<file path="config.mk">
export PLATFORM = sky130hd
export DESIGN_NAME = gb5_lane
export DESIGN_NICKNAME = d
export VERILOG_FILES = /design/src/hw/rtl/gaussian_blur_5x5_rgb_top_defines.svh /design/src/hw/rtl/gb5_pkg.sv /design/src/hw/rtl/gb5_lane.sv
export SDC_FILE = /design/constraint.sdc
export NUM_CORES = 1
export LEC_CHECK = 0
export BUFFER_PORTS_ARGS = -buffer_cell sky130_fd_sc_hd__buf_2
export CAP_MARGIN = 10
export CORE_MARGIN = 8
export CORE_UTILIZATION = 50
export CTS_CLUSTER_DIAMETER = 40
export DETAILED_ROUTE_END_ITERATION = 12
export PLACE_DENSITY = 0.8
export RECOVER_POWER = 50
export SYNTH_ARGS = -nofsm -noshare
export SYNTH_HDL_FRONTEND = slang
export SYNTH_SLANG_ARGS = --single-unit
export TNS_END_PERCENT = 10
</file>
<file path="constraint.sdc">
create_clock -name clk -period 18 [get_ports clk]
set_input_delay 3.6 -clock clk [delete_from_list [all_inputs] [get_ports clk]]
set_output_delay 3.6 -clock clk [all_outputs]
set_load 0.02 [all_outputs]
</file>
<file path="src/hw/rtl/gaussian_blur_5x5_rgb_top_defines.svh">
// Assertion macros used by the top-level RTL file.
`ifndef GAUSSIAN_BLUR_5X5_RGB_TOP_DEFINES_SVH
`define GAUSSIAN_BLUR_5X5_RGB_TOP_DEFINES_SVH

`ifndef ASSERT_OFF
`define GB5_ASSERT(label, prop, msg) \
	label: assert property (@(posedge clk) disable iff (!arst_n) prop) else $error(msg);
`define GB5_ASSERT_ALWAYS(label, prop, msg) \
	label: assert property (@(posedge clk) prop) else $error(msg);
`else
`define GB5_ASSERT(label, prop, msg)
`define GB5_ASSERT_ALWAYS(label, prop, msg)
`endif

`endif

</file>
<file path="src/hw/rtl/gb5_pkg.sv">
package gb5_pkg;

	localparam int MaxWidth  = 1024;
	localparam int MaxHeight = 1024;
	localparam int RowSlots  = 6;
	localparam int ColBanks  = 5;
	localparam int BankDepth = (MaxWidth + ColBanks - 1) / ColBanks;
	localparam int BankAw    = $clog2(BankDepth);
	localparam int ColW      = $clog2(MaxWidth);
	localparam int RowW      = 11;
	localparam int CfgW      = 11;
	localparam int SlotW     = 3;
	localparam int BankW     = 3;
	localparam int DiffW     = 12;
	localparam int SumW      = 17;
	localparam int RowSumW   = 15;
	localparam int RecipW    = 24;
	localparam int RecipShift = 32;
	localparam logic [RecipW-1:0] RecipMul = 24'd15732481;

	localparam logic [1:0] CfgImageWidth  = 2'd0;
	localparam logic [1:0] CfgImageHeight = 2'd1;

	typedef logic [23:0] pix_t;
	typedef logic [7:0] chan_t;

	typedef struct packed {
		logic                  wr_en;
		logic [SlotW-1:0]      wr_slot;
		logic [BankW-1:0]      wr_bank;
		logic [BankAw-1:0]     wr_addr;
		logic [ColBanks-1:0][BankAw-1:0] rd_addr;
	} lb_ctl_t;

	function automatic logic [6:0] kweight(input int dy, input int dx);
		logic [6:0] w1d [5];
		w1d[0] = 7'd1;
		w1d[1] = 7'd4;
		w1d[2] = 7'd7;
		w1d[3] = 7'd4;
		w1d[4] = 7'd1;
		if (dy == 2 && dx == 2) begin
			return 7'd41;
		end else if ((dy == 2 && (dx == 1 || dx == 3)) || (dx == 2 && (dy == 1 || dy == 3))) begin
			return 7'd26;
		end else if ((dy == 1 || dy == 3) && (dx == 1 || dx == 3)) begin
			return 7'd16;
		end else if (dy == 0 || dy == 4) begin
			return w1d[dx];
		end else begin
			return w1d[dy];
		end
	endfunction

endpackage

</file>
<file path="src/hw/rtl/gb5_lane.sv">
module gb5_lane (
	input  logic           clk,
	input  logic           en,
	input  gb5_pkg::chan_t win [5][5],
	output gb5_pkg::chan_t result
);
	import gb5_pkg::*;

	logic [RowSumW-1:0]           row_s2 [5];
	logic [SumW-1:0]              tot_s3;
	logic [SumW+RecipW-1:0]       prod_s4;
	logic [RowSumW-1:0]           row_c [5];

	always_comb begin
		for (int j = 0; j < 5; j++) begin
			row_c[j] = '0;
			for (int i = 0; i < 5; i++) begin
				row_c[j] = row_c[j] + RowSumW'(win[j][i]) * RowSumW'(kweight(j, i));
			end
		end
	end

	always_ff @(posedge clk) begin
		if (en) begin
			row_s2  <= row_c;
			tot_s3  <= SumW'(row_s2[0]) + SumW'(row_s2[1]) + SumW'(row_s2[2])
				+ SumW'(row_s2[3]) + SumW'(row_s2[4]);
			prod_s4 <= (SumW+RecipW)'(tot_s3) * (SumW+RecipW)'(RecipMul);
		end
	end

	// Division by 273 as a multiply by the rounded-up reciprocal.
	assign result = prod_s4[RecipShift +: 8];

endmodule

</file>
==> results of run 1 <==
==> worst min path at each step <==
stage                         startpoint                  end
floorplan           row_s2[60]$_DFFE_PP_  tot_s3[0]$_DFFE_PP_
global placement    row_s2[60]$_DFFE_PP_  tot_s3[0]$_DFFE_PP_
detailed placement  row_s2[60]$_DFFE_PP_  tot_s3[0]$_DFFE_PP_
CTS                 row_s2[60]$_DFFE_PP_  tot_s3[0]$_DFFE_PP_
global route        row_s2[60]$_DFFE_PP_  tot_s3[0]$_DFFE_PP_
finish              row_s2[60]$_DFFE_PP_  tot_s3[0]$_DFFE_PP_
==> worst max-delay path: cells and delay by family <==
kind            cells  cell delay (ns)
fa+ha+maj          10             4.10
compound gates      6             1.07
buf+inv             5             0.33
xor+xnor            2             0.31
==> metrics by stage <==
step	std cells	hold slack, ns	area (um^2)
2_1_floorplan	1566	0.526	17400
3_3_place_gp	2231	0.547	19000
3_5_place_dp	2231	0.563	19000
4_1_cts	2247	0.578	19300
5_1_grt	2251	0.585	19300
6_report	2252	0.567	19300
==> cell families after synthesis <==
kind of cell | share of synthesized area [%]
muxes | 0.115
buffers and inverters | 10.2
xor gates and xnor gates | 4.28
adders and majority gates | 60.2
DFF | 16.2
AOI/OAI and AO/OA | 6.21
and+or+nand+nor | 2.79
==> layout by cell type (no fill, tap or decap), types with 9 or more instances in the layout <==
master / Yosys / final
buf_2: 0 / 194
nand2_1: 9 / 9
xor2_1: 18 / 18
clkbuf_1: 0 / 16
nor3_1: 9 / 9
nor2_1: 37 / 37
xnor2_1: 67 / 67
nand2b_1: 9 / 9
fa_1: 306 / 306
a21o_1: 18 / 18
clkbuf_16: 0 / 9
o21ai_0: 27 / 27
a21oi_1: 60 / 63
inv_1: 472 / 472
ha_1: 346 / 346
o21bai_1: 25 / 25
edfxtp_1: 94 / 94
==> routing by layer <==
layer  global-route usage [%]  up-vias  part of all wire (%)
met5                        0        -                     0
met4                     6.01        0                   3.3
met3                     2.58       61                   3.0
met2                     33.3      171                    55
met1                     19.5     5430                    39
li1                         -     5345                     -
==> registers in the layout, indices dropped and copies added (netlist names) <==
signal   flops
prod_s4      8
tot_s3      17
row_s2      69
==> area by class of cell <==
| class | instances | area (um^2) |
|---|---|---|
| inverters | 472 | 1770 |
| diodes | 5 | 12.5 |
| multi-input cells | 1000 | 12800 |
| well taps | 455 | 569 |
| clock inverters | 7 | 76.3 |
| fillers | 2863 | 15100 |
| clock buffers | 9 | 225 |
| flip-flops and latches | 94 | 2820 |
| repair buffers | 210 | 1030 |
==> flow_metrics.py, run 1 <==
metrics = {
    "placement": {
        "pre_cts_slack_ns": 8.31,
        "gp_congestion": 0.872,
        "place.port_buffers": 209,
        "dp_hpwl_um": 31700,
    },
    "global_route": {
        "grt_pass1_vias": 12600,
        "grt_usage_pct": 17.5,
        "grt_overflow": 0,
        "grt_max_degree": 87,
        "grt_pass1_wl_um": 58400,
        "antenna_found_initial": 4,
    },
    "floorplanning": {
        "start_util_pct": 50.6,
        "fp.coreArea_um2": 34400,
        "dieArea_um2": 41000,
        "die_x_um": 202,
        "rows": 68,
        "die_h_um": 202,
        "io_pins": 210,
    },
    "critical_path": {
        "crit_path_max_incr_delay_ns": 0.53,
        "critPathMostFrequentCell": "fa_1",
        "crit_type": "in -> reg",
        "crit_path_max_fanout": 3,
        "endpoint_kind": "flop",
        "startpoint_type": "input pin",
        "worstReg2RegStart": "tot_s3[14]$_DFFE_PP_",
        "crit_path_cell_trace": "buf_2 > ha_1 > ha_1 > ha_1 > fa_1 > xor2_1 > fa_1 > fa_1 > inv_1 > fa_1 > inv_1 > fa_1 > inv_1 > fa_1 > inv_1 > ha_1 > a21boi_1 > o21ai_1 > a21boi_0 > o21ai_1 > a21oi_1 > o41ai_1 > xor2_1",
        "cp-startpoint": "win[104]",
        "critPathCapture": "row_s2[44]$_DFFE_PP_",
        "reg2reg_depth": 20,
        "timing.rr.end": "prod_s4[38]$_DFFE_PP_",
        "arrival_ns": 9.43,
        "crit_slowest_cell": "fa_1",
        "reg2reg_slack_ns": 11.75,
        "required_ns": 18.09,
    },
    "timing": {
        "hold_viol_final": 0,
        "max_freq_mhz": 107,
        "min_period_ns": 9.34,
        "fin_ws_ns": 8.66,
        "maxSlewViolCount": 87,
        "setup_tns_ns": 0,
        "grt_setup_unrepaired": "no",
        "setup_violations": 0,
        "relSlewSlack_pct": -200,
        "timing.final.crit_share_pct": 51.9,
        "fin_skew_ns": 0.0104,
        "max_slew.worst_pin.slew_ns": 4.51,
    },
    "routing": {
        "via_per_inst": 4.89,
        "drc_errors": 0,
        "ant_nets": 0,
        "wl_um": 34400,
        "dr.first_iter.drc_count": 391,
        "routedWlPerCell_um": 15.3,
        "vias": 11000,
        "first_pass_iters": 4,
    },
    "clock_tree": {
        "cts_tree": "done",
        "cts_resized": 0,
        "cts.clk_slew.worst_paths_ns": 0.07,
        "insertion_delay_ns": 0.35,
        "h-tree-depth": 3,
        "cts_made_buffers": 9,
        "cts.root.buffer_cell": "clkbuf_16",
        "numClockSinks": 94,
        "cts_buffer_depth": 2,
        "holdBufCountCts": 0,
        "cts_setup_buffers": 0,
    },
    "logic_synthesis": {
        "ys_top_cells_by_count": "472 x inv_1, 346 x ha_1, 306 x fa_1, 94 x edfxtp_1, 67 x xnor2_1",
        "synth-warning-count": 0,
        "synth_top_area_share_pct": 35.3,
        "synth_ff_type": "edfxtp_1",
        "synth-seq-cells": 94,
        "async_flop_share_pct": 0,
        "synth_edf_count": 94,
        "yosysTopAreaCell": "fa_1",
        "yosysSeqAreaShare_pct": 16.2,
        "synth_nets": 2420,
        "yosysMostFrequentCell": "inv_1",
        "syn_area_um2": 17400,
        "synth.distinct_cells": 48,
        "syn-instance-count": 1566,
        "synth.avg_cell_area_um2": 11.1,
        "netlist_top_cells_area": "fa_1 35%, ha_1 25%, edfxtp_1 16%, inv_1 10%, xnor2_1 3.4%",
    },
    "finish": {
        "fin_util_pct": 56.0,
        "drive_above_1_share_pct": 12.4,
        "layout.nets": 2641,
        "areaGrowthSynthToFinish_pct": 10.9,
    },
    "status": {
        "violations": "max-capacitance violations, max-slew violations",
        "status": "finished, violations left",
    },
    "worst_hold_path": {
        "hold_class": "reg -> reg",
        "hold_depth": 1,
    },
    "flow_run": {
        "drv_cap": 1,
    },
}
Power of run 1 is not shown: default switching activity piles up to over one toggle a cycle in this logic, so the estimate is an artifact.
==> run 2: changes to the inputs <==
clock period = 9.7 ns   (was 18 ns; I/O delays follow)
==> run 2 against run 1 <==
The run still ends with max-capacitance violations, max-slew violations left. Largest cell class unchanged. Clock skew increased by 0.0033 ns. Critical endpoint unchanged. Worst hold slack better by 0.0018 ns. Via count rose by 0.24%.
==> flow_metrics.py, run 2 (same netlist as run 1, synthesis figures left out) <==
metrics = {
    "status": {
        "status": "finished, violations left",
        "violations": "max-capacitance violations, max-slew violations",
    },
    "flow_run": {
        "drv_cap": 1,
    },
    "timing": {
        "fin_skew_ns": 0.0137,
        "fin_ws_ns": 1.97,
        "hold_viol_final": 0,
        "relSlewSlack_pct": -201,
        "timing.final.crit_share_pct": 79.7,
        "setup_violations": 0,
        "max_freq_mhz": 129,
        "maxSlewViolCount": 87,
        "setup_tns_ns": 0,
        "max_slew.worst_pin.slew_ns": 4.52,
        "min_period_ns": 7.73,
        "grt_setup_unrepaired": "no",
    },
    "routing": {
        "first_pass_iters": 6,
        "wl_um": 34700,
        "dr.first_iter.drc_count": 376,
        "drc_errors": 0,
        "ant_nets": 0,
        "vias": 11000,
        "via_per_inst": 4.90,
        "routedWlPerCell_um": 15.4,
    },
    "global_route": {
        "grt_max_degree": 87,
        "grt_overflow": 0,
        "grt_pass1_wl_um": 59000,
        "grt_usage_pct": 17.7,
        "antenna_found_initial": 4,
        "grt_pass1_vias": 12800,
    },
    "placement": {
        "dp_cells": 2231,
        "gp_congestion": 0.872,
        "place_area_um2": 19000,
        "place.port_buffers": 209,
        "dp_hpwl_um": 31900,
        "pre_cts_slack_ns": 1.59,
    },
    "clock_tree": {
        "h-tree-depth": 3,
        "cts.clk_slew.worst_paths_ns": 0.07,
        "cts_resized": 0,
        "cts.root.buffer_cell": "clkbuf_16",
        "cts_made_buffers": 9,
        "cts_tree": "done",
        "cts_setup_buffers": 0,
        "numClockSinks": 94,
        "holdBufCountCts": 0,
        "cts_buffer_depth": 2,
        "insertion_delay_ns": 0.36,
    },
    "worst_hold_path": {
        "hold_class": "reg -> reg",
        "worst_hold_startpoint": "row_s2[60]$_DFFE_PP_",
        "holdPathEnd": "tot_s3[0]$_DFFE_PP_",
        "hold_depth": 1,
    },
    "critical_path": {
        "timing.rr.end": "prod_s4[39]$_DFFE_PP_",
        "crit_path_cell_trace": "buf_2 > ha_1 > ha_1 > ha_1 > fa_1 > xor2_1 > fa_1 > fa_1 > inv_1 > fa_1 > inv_1 > fa_1 > inv_1 > fa_1 > inv_1 > ha_1 > a21boi_1 > o21ai_1 > a21boi_0 > o21ai_1 > a21oi_1 > o41ai_1 > xor2_1",
        "critPathBufInv": 5,
        "startpoint_type": "input pin",
        "arrival_ns": 7.82,
        "endpoint_kind": "flop",
        "cp-startpoint": "win[104]",
        "crit_path_max_incr_delay_ns": 0.54,
        "crit_slowest_cell": "fa_1",
        "cp_top_family": "adder cells",
        "reg2reg_slack_ns": 3.59,
        "reg2reg_depth": 20,
        "crit_path_max_fanout": 3,
        "required_ns": 9.79,
        "worstReg2RegStart": "tot_s3[14]$_DFFE_PP_",
        "crit_type": "in -> reg",
        "critPathMostFrequentCell": "fa_1",
    },
    "finish": {
        "largest_register_ffs": 69,
        "layout_common_cells": "472 x inv_1, 346 x ha_1, 306 x fa_1, 194 x buf_2, 94 x edfxtp_1",
        "final_common_cell": "inv_1",
        "stdcell_area_um2": 19300,
        "fillCellCount": 2869,
        "reg_top3": "row_s2: 69 flops, tot_s3: 17 flops, prod_s4: 8 flops",
        "areaGrowthSynthToFinish_pct": 10.8,
        "largest_register": "row_s2",
        "stdcell_count": 2250,
        "drive_above_1_share_pct": 12.7,
        "layout.nets": 2641,
    },
    "floorplanning": {
        "io_pins": 210,
        "die_h_um": 202,
        "die_x_um": 202,
        "fp.coreArea_um2": 34400,
        "dieArea_um2": 41000,
        "start_util_pct": 50.6,
        "rows": 68,
    },
}
==> run 2: cell count changes in the layout (fill, tap and decap cells not counted), moves of 2 or more <==
cell / before / now
clkinvlp_4: 0 / 2
diode_2: 5 / 3
a21oi_1: 63 / 60
inv_6: 3 / 1
a21oi_2: 1 / 4
clkbuf_1: 16 / 18
==> run 2: through the flow <==
stage          util, %  hold slack [ns]
6_report          56.0            0.569
3_3_place_gp      55.3            0.547
5_1_grt           56.0            0.587
3_5_place_dp      55.3            0.569
2_1_floorplan        -            0.526
4_1_cts           56.1            0.585
==> run 2: layout make-up <==
| cell class | count | area [um^2] | share of cell area (%) |
|---|---|---|---|
| Tap cell | 455 | 569 | 2.96 |
| Sequential cell | 94 | 2820 | 14.7 |
| Inverter | 472 | 1770 | 9.20 |
| Timing Repair Buffer | 210 | 1030 | 5.35 |
| Antenna cell | 3 | 7.51 | 0.0390 |
| Clock inverter | 5 | 43.8 | 0.227 |
| Multi-Input combinational cell | 1000 | 12800 | 66.4 |
| Clock buffer | 11 | 233 | 1.21 |
==> run 2: how the worst max path moves through the flow <==
stage                                      end  slack [ns]  cells after the start
after floorplan           row_s2[44]$_DFFE_PP_        2.11                     22
after global placement    row_s2[44]$_DFFE_PP_        1.76                     23
after detailed placement  row_s2[44]$_DFFE_PP_        1.59                     23
after CTS                 row_s2[44]$_DFFE_PP_        1.96                     23
after global routing      row_s2[44]$_DFFE_PP_        1.70                     23
final                     row_s2[44]$_DFFE_PP_        1.97                     23
==> run 2: routing by layer <==
metal / routed length (um) / track usage, % / vias up / share of wire, %
met4: 1370 / 7.43 / 2 / 4.0
met2: 18800 / 33.3 / 193 / 54
met3: 1010 / 2.31 / 78 / 2.9
met1: 13500 / 19.8 / 5417 / 39
li1: - / - / 5343 / -
met5: 10 / 0 / - / 0.029
Power of run 2 is left out for the same reason.
==> run 3: changes to the inputs <==
PLACE_DENSITY = 0.83   (was 0.8)
clock period = 6.51 ns   (was 9.7 ns; I/O delays follow)
==> run 3 against run 2 <==
Cell count is 1.6% higher. Largest cell class unchanged. Flip-flop and latch count is the same. The run ends with max-capacitance violations, max-slew violations, negative setup slack left. Sequential share of layout area is 0.43 points lower. Critical path depth grew 1. Cell area up 3.0%. Clock skew is 0.00065 ns higher. Via count rose by 4.3%.
==> flow_metrics.py, run 3 (same netlist as run 1, synthesis figures left out) <==
metrics = {
    "critical_path": {
        "startpoint_type": "input pin",
        "crit_path_max_fanout": 3,
        "critPathCapture": "row_s2[44]$_DFFE_PP_",
        "worstReg2RegStart": "tot_s3[16]$_DFFE_PP_",
        "crit_type": "in -> reg",
        "arrival_ns": 6.81,
        "reg2reg_slack_ns": 0.43,
        "timing.rr.end": "prod_s4[39]$_DFFE_PP_",
        "critPathMostFrequentCell": "fa_1",
        "crit_slowest_cell": "fa_1",
        "crit_path_cell_trace": "buf_2 > ha_1 > inv_1 > fa_1 > inv_1 > ha_4 > xor2_2 > fa_1 > fa_1 > inv_1 > fa_1 > inv_1 > fa_1 > inv_1 > fa_1 > inv_2 > ha_4 > a21boi_4 > o21ai_2 > a21boi_2 > o21ai_2 > a21oi_2 > o41ai_2 > xor2_1",
        "cp-startpoint": "win[107]",
        "endpoint_kind": "flop",
        "crit_path_max_incr_delay_ns": 0.54,
        "reg2reg_depth": 20,
        "required_ns": 6.60,
    },
    "timing": {
        "max_freq_mhz": 149,
        "hold_ws_ns": 0.588,
        "max_slew.worst_pin.slew_ns": 4.49,
        "hold_viol_final": 0,
        "setup_violations": 4,
        "timing.final.crit_share_pct": 103,
        "grt_setup_unrepaired": "yes",
        "maxSlewViolCount": 87,
        "relSlewSlack_pct": -199,
        "min_period_ns": 6.72,
        "fin_ws_ns": -0.209,
        "setup_tns_ns": -0.448,
        "fin_skew_ns": 0.0143,
    },
    "global_route": {
        "grt_overflow": 0,
        "grt_usage_pct": 18.7,
        "antenna_found_initial": 6,
        "grt_pass1_wl_um": 61700,
        "grt_max_degree": 87,
        "grt_pass1_vias": 13100,
    },
    "routing": {
        "via_per_inst": 5.03,
        "dr.first_iter.drc_count": 405,
        "vias": 11500,
        "ant_nets": 0,
        "routedWlPerCell_um": 16.5,
        "first_pass_iters": 5,
        "wl_um": 37800,
        "drc_errors": 0,
    },
    "clock_tree": {
        "cts_made_buffers": 9,
        "holdBufCountCts": 0,
        "cts_buffer_depth": 2,
        "h-tree-depth": 3,
        "numClockSinks": 94,
        "cts.root.buffer_cell": "clkbuf_16",
        "insertion_delay_ns": 0.36,
        "cts_tree": "done",
        "cts.clk_slew.worst_paths_ns": 0.07,
    },
    "floorplanning": {
        "start_util_pct": 50.6,
        "die_x_um": 202,
        "fp.coreArea_um2": 34400,
        "dieArea_um2": 41000,
        "io_pins": 210,
        "die_h_um": 202,
        "rows": 68,
    },
    "worst_hold_path": {
        "hold_class": "reg -> reg",
    },
    "finish": {
        "largest_register_ffs": 69,
        "largest_register": "row_s2",
        "drive_above_1_share_pct": 16.6,
        "layout.nets": 2674,
        "layout_common_cells": "468 x inv_1, 333 x ha_1, 302 x fa_1, 192 x buf_2, 94 x edfxtp_1",
        "reg_top3": "row_s2: 69 flops, tot_s3: 17 flops, prod_s4: 8 flops",
        "final_common_cell": "inv_1",
        "fin_util_pct": 57.7,
        "areaGrowthSynthToFinish_pct": 14.2,
    },
    "placement": {
        "pre_cts_slack_ns": -0.652,
        "gp_congestion": 0.891,
        "place.port_buffers": 209,
        "dp_hpwl_um": 32800,
    },
    "status": {
        "violations": "max-capacitance violations, max-slew violations, negative setup slack",
        "status": "finished, violations left",
    },
    "flow_run": {
        "drv_cap": 1,
    },
}
-- run 3: cell types whose count changed in the layout (fill, tap and decap cells not counted), sizes merged --
cell,delta
buf,+33
bufinv,+1
clkbuf,-1
clkinv,+1
clkinvlp,-2
diode,+3
inv,+1
-- run 3: per-stage QoR --
step	instance area, um^2	cells
floorplan	17500	1566
global placement	19300	2258
detailed placement	19300	2258
CTS	19800	2279
global route	19800	2286
finish	19800	2286
-- run 3: worst min-delay path by stage --
stage	from	end	slack (ns)	cells past startpoint
floorplan	row_s2[60]$_DFFE_PP_	tot_s3[0]$_DFFE_PP_	0.53	1
global placement	row_s2[60]$_DFFE_PP_	tot_s3[0]$_DFFE_PP_	0.58	1
detailed placement	row_s2[60]$_DFFE_PP_	tot_s3[0]$_DFFE_PP_	0.59	1
CTS	row_s2[60]$_DFFE_PP_	tot_s3[0]$_DFFE_PP_	0.60	1
global route	row_s2[60]$_DFFE_PP_	tot_s3[0]$_DFFE_PP_	0.62	1
finish	row_s2[60]$_DFFE_PP_	tot_s3[0]$_DFFE_PP_	0.59	1
-- run 3: per-layer routing --
| metal | vias to the layer above | global-route usage, % | wire length (um) |
|---|---|---|---|
| li1 | 5410 | - | - |
| met1 | 5722 | 20.2 | 14100 |
| met2 | 264 | 35.1 | 20500 |
| met3 | 114 | 2.71 | 1220 |
| met4 | 0 | 9.32 | 1960 |
| met5 | - | 0 | 0 |
-- run 3: what timing repair did --
item                                    in CTS  in global routing
pin swaps                                   36                 25
endpoints found under the setup margin       5                  5
setup buffers                                5                  1
gates resized for setup                     22                 17
-- run 3: worst max-delay path, delay by kind of cell --
family / cells / cell delay, ns
adders and majority gates: 9 / 3.71
AOI/OAI and AO/OA: 6 / 1.07
buffers and inverters: 7 / 0.47
xor gates and xnor gates: 2 / 0.25
-- run 3: area by class of cell --
cell class              count  area [um^2]
well taps                 455          569
repair buffers            243         1300
inverters                 472         1770
multi-input cells        1000        13100
clock inverters             6         68.8
flip-flops and latches     94         2820
diodes                      6         15.0
fillers                  2731        14500
clock buffers              10          229
Power of run 3 is left out for the same reason.
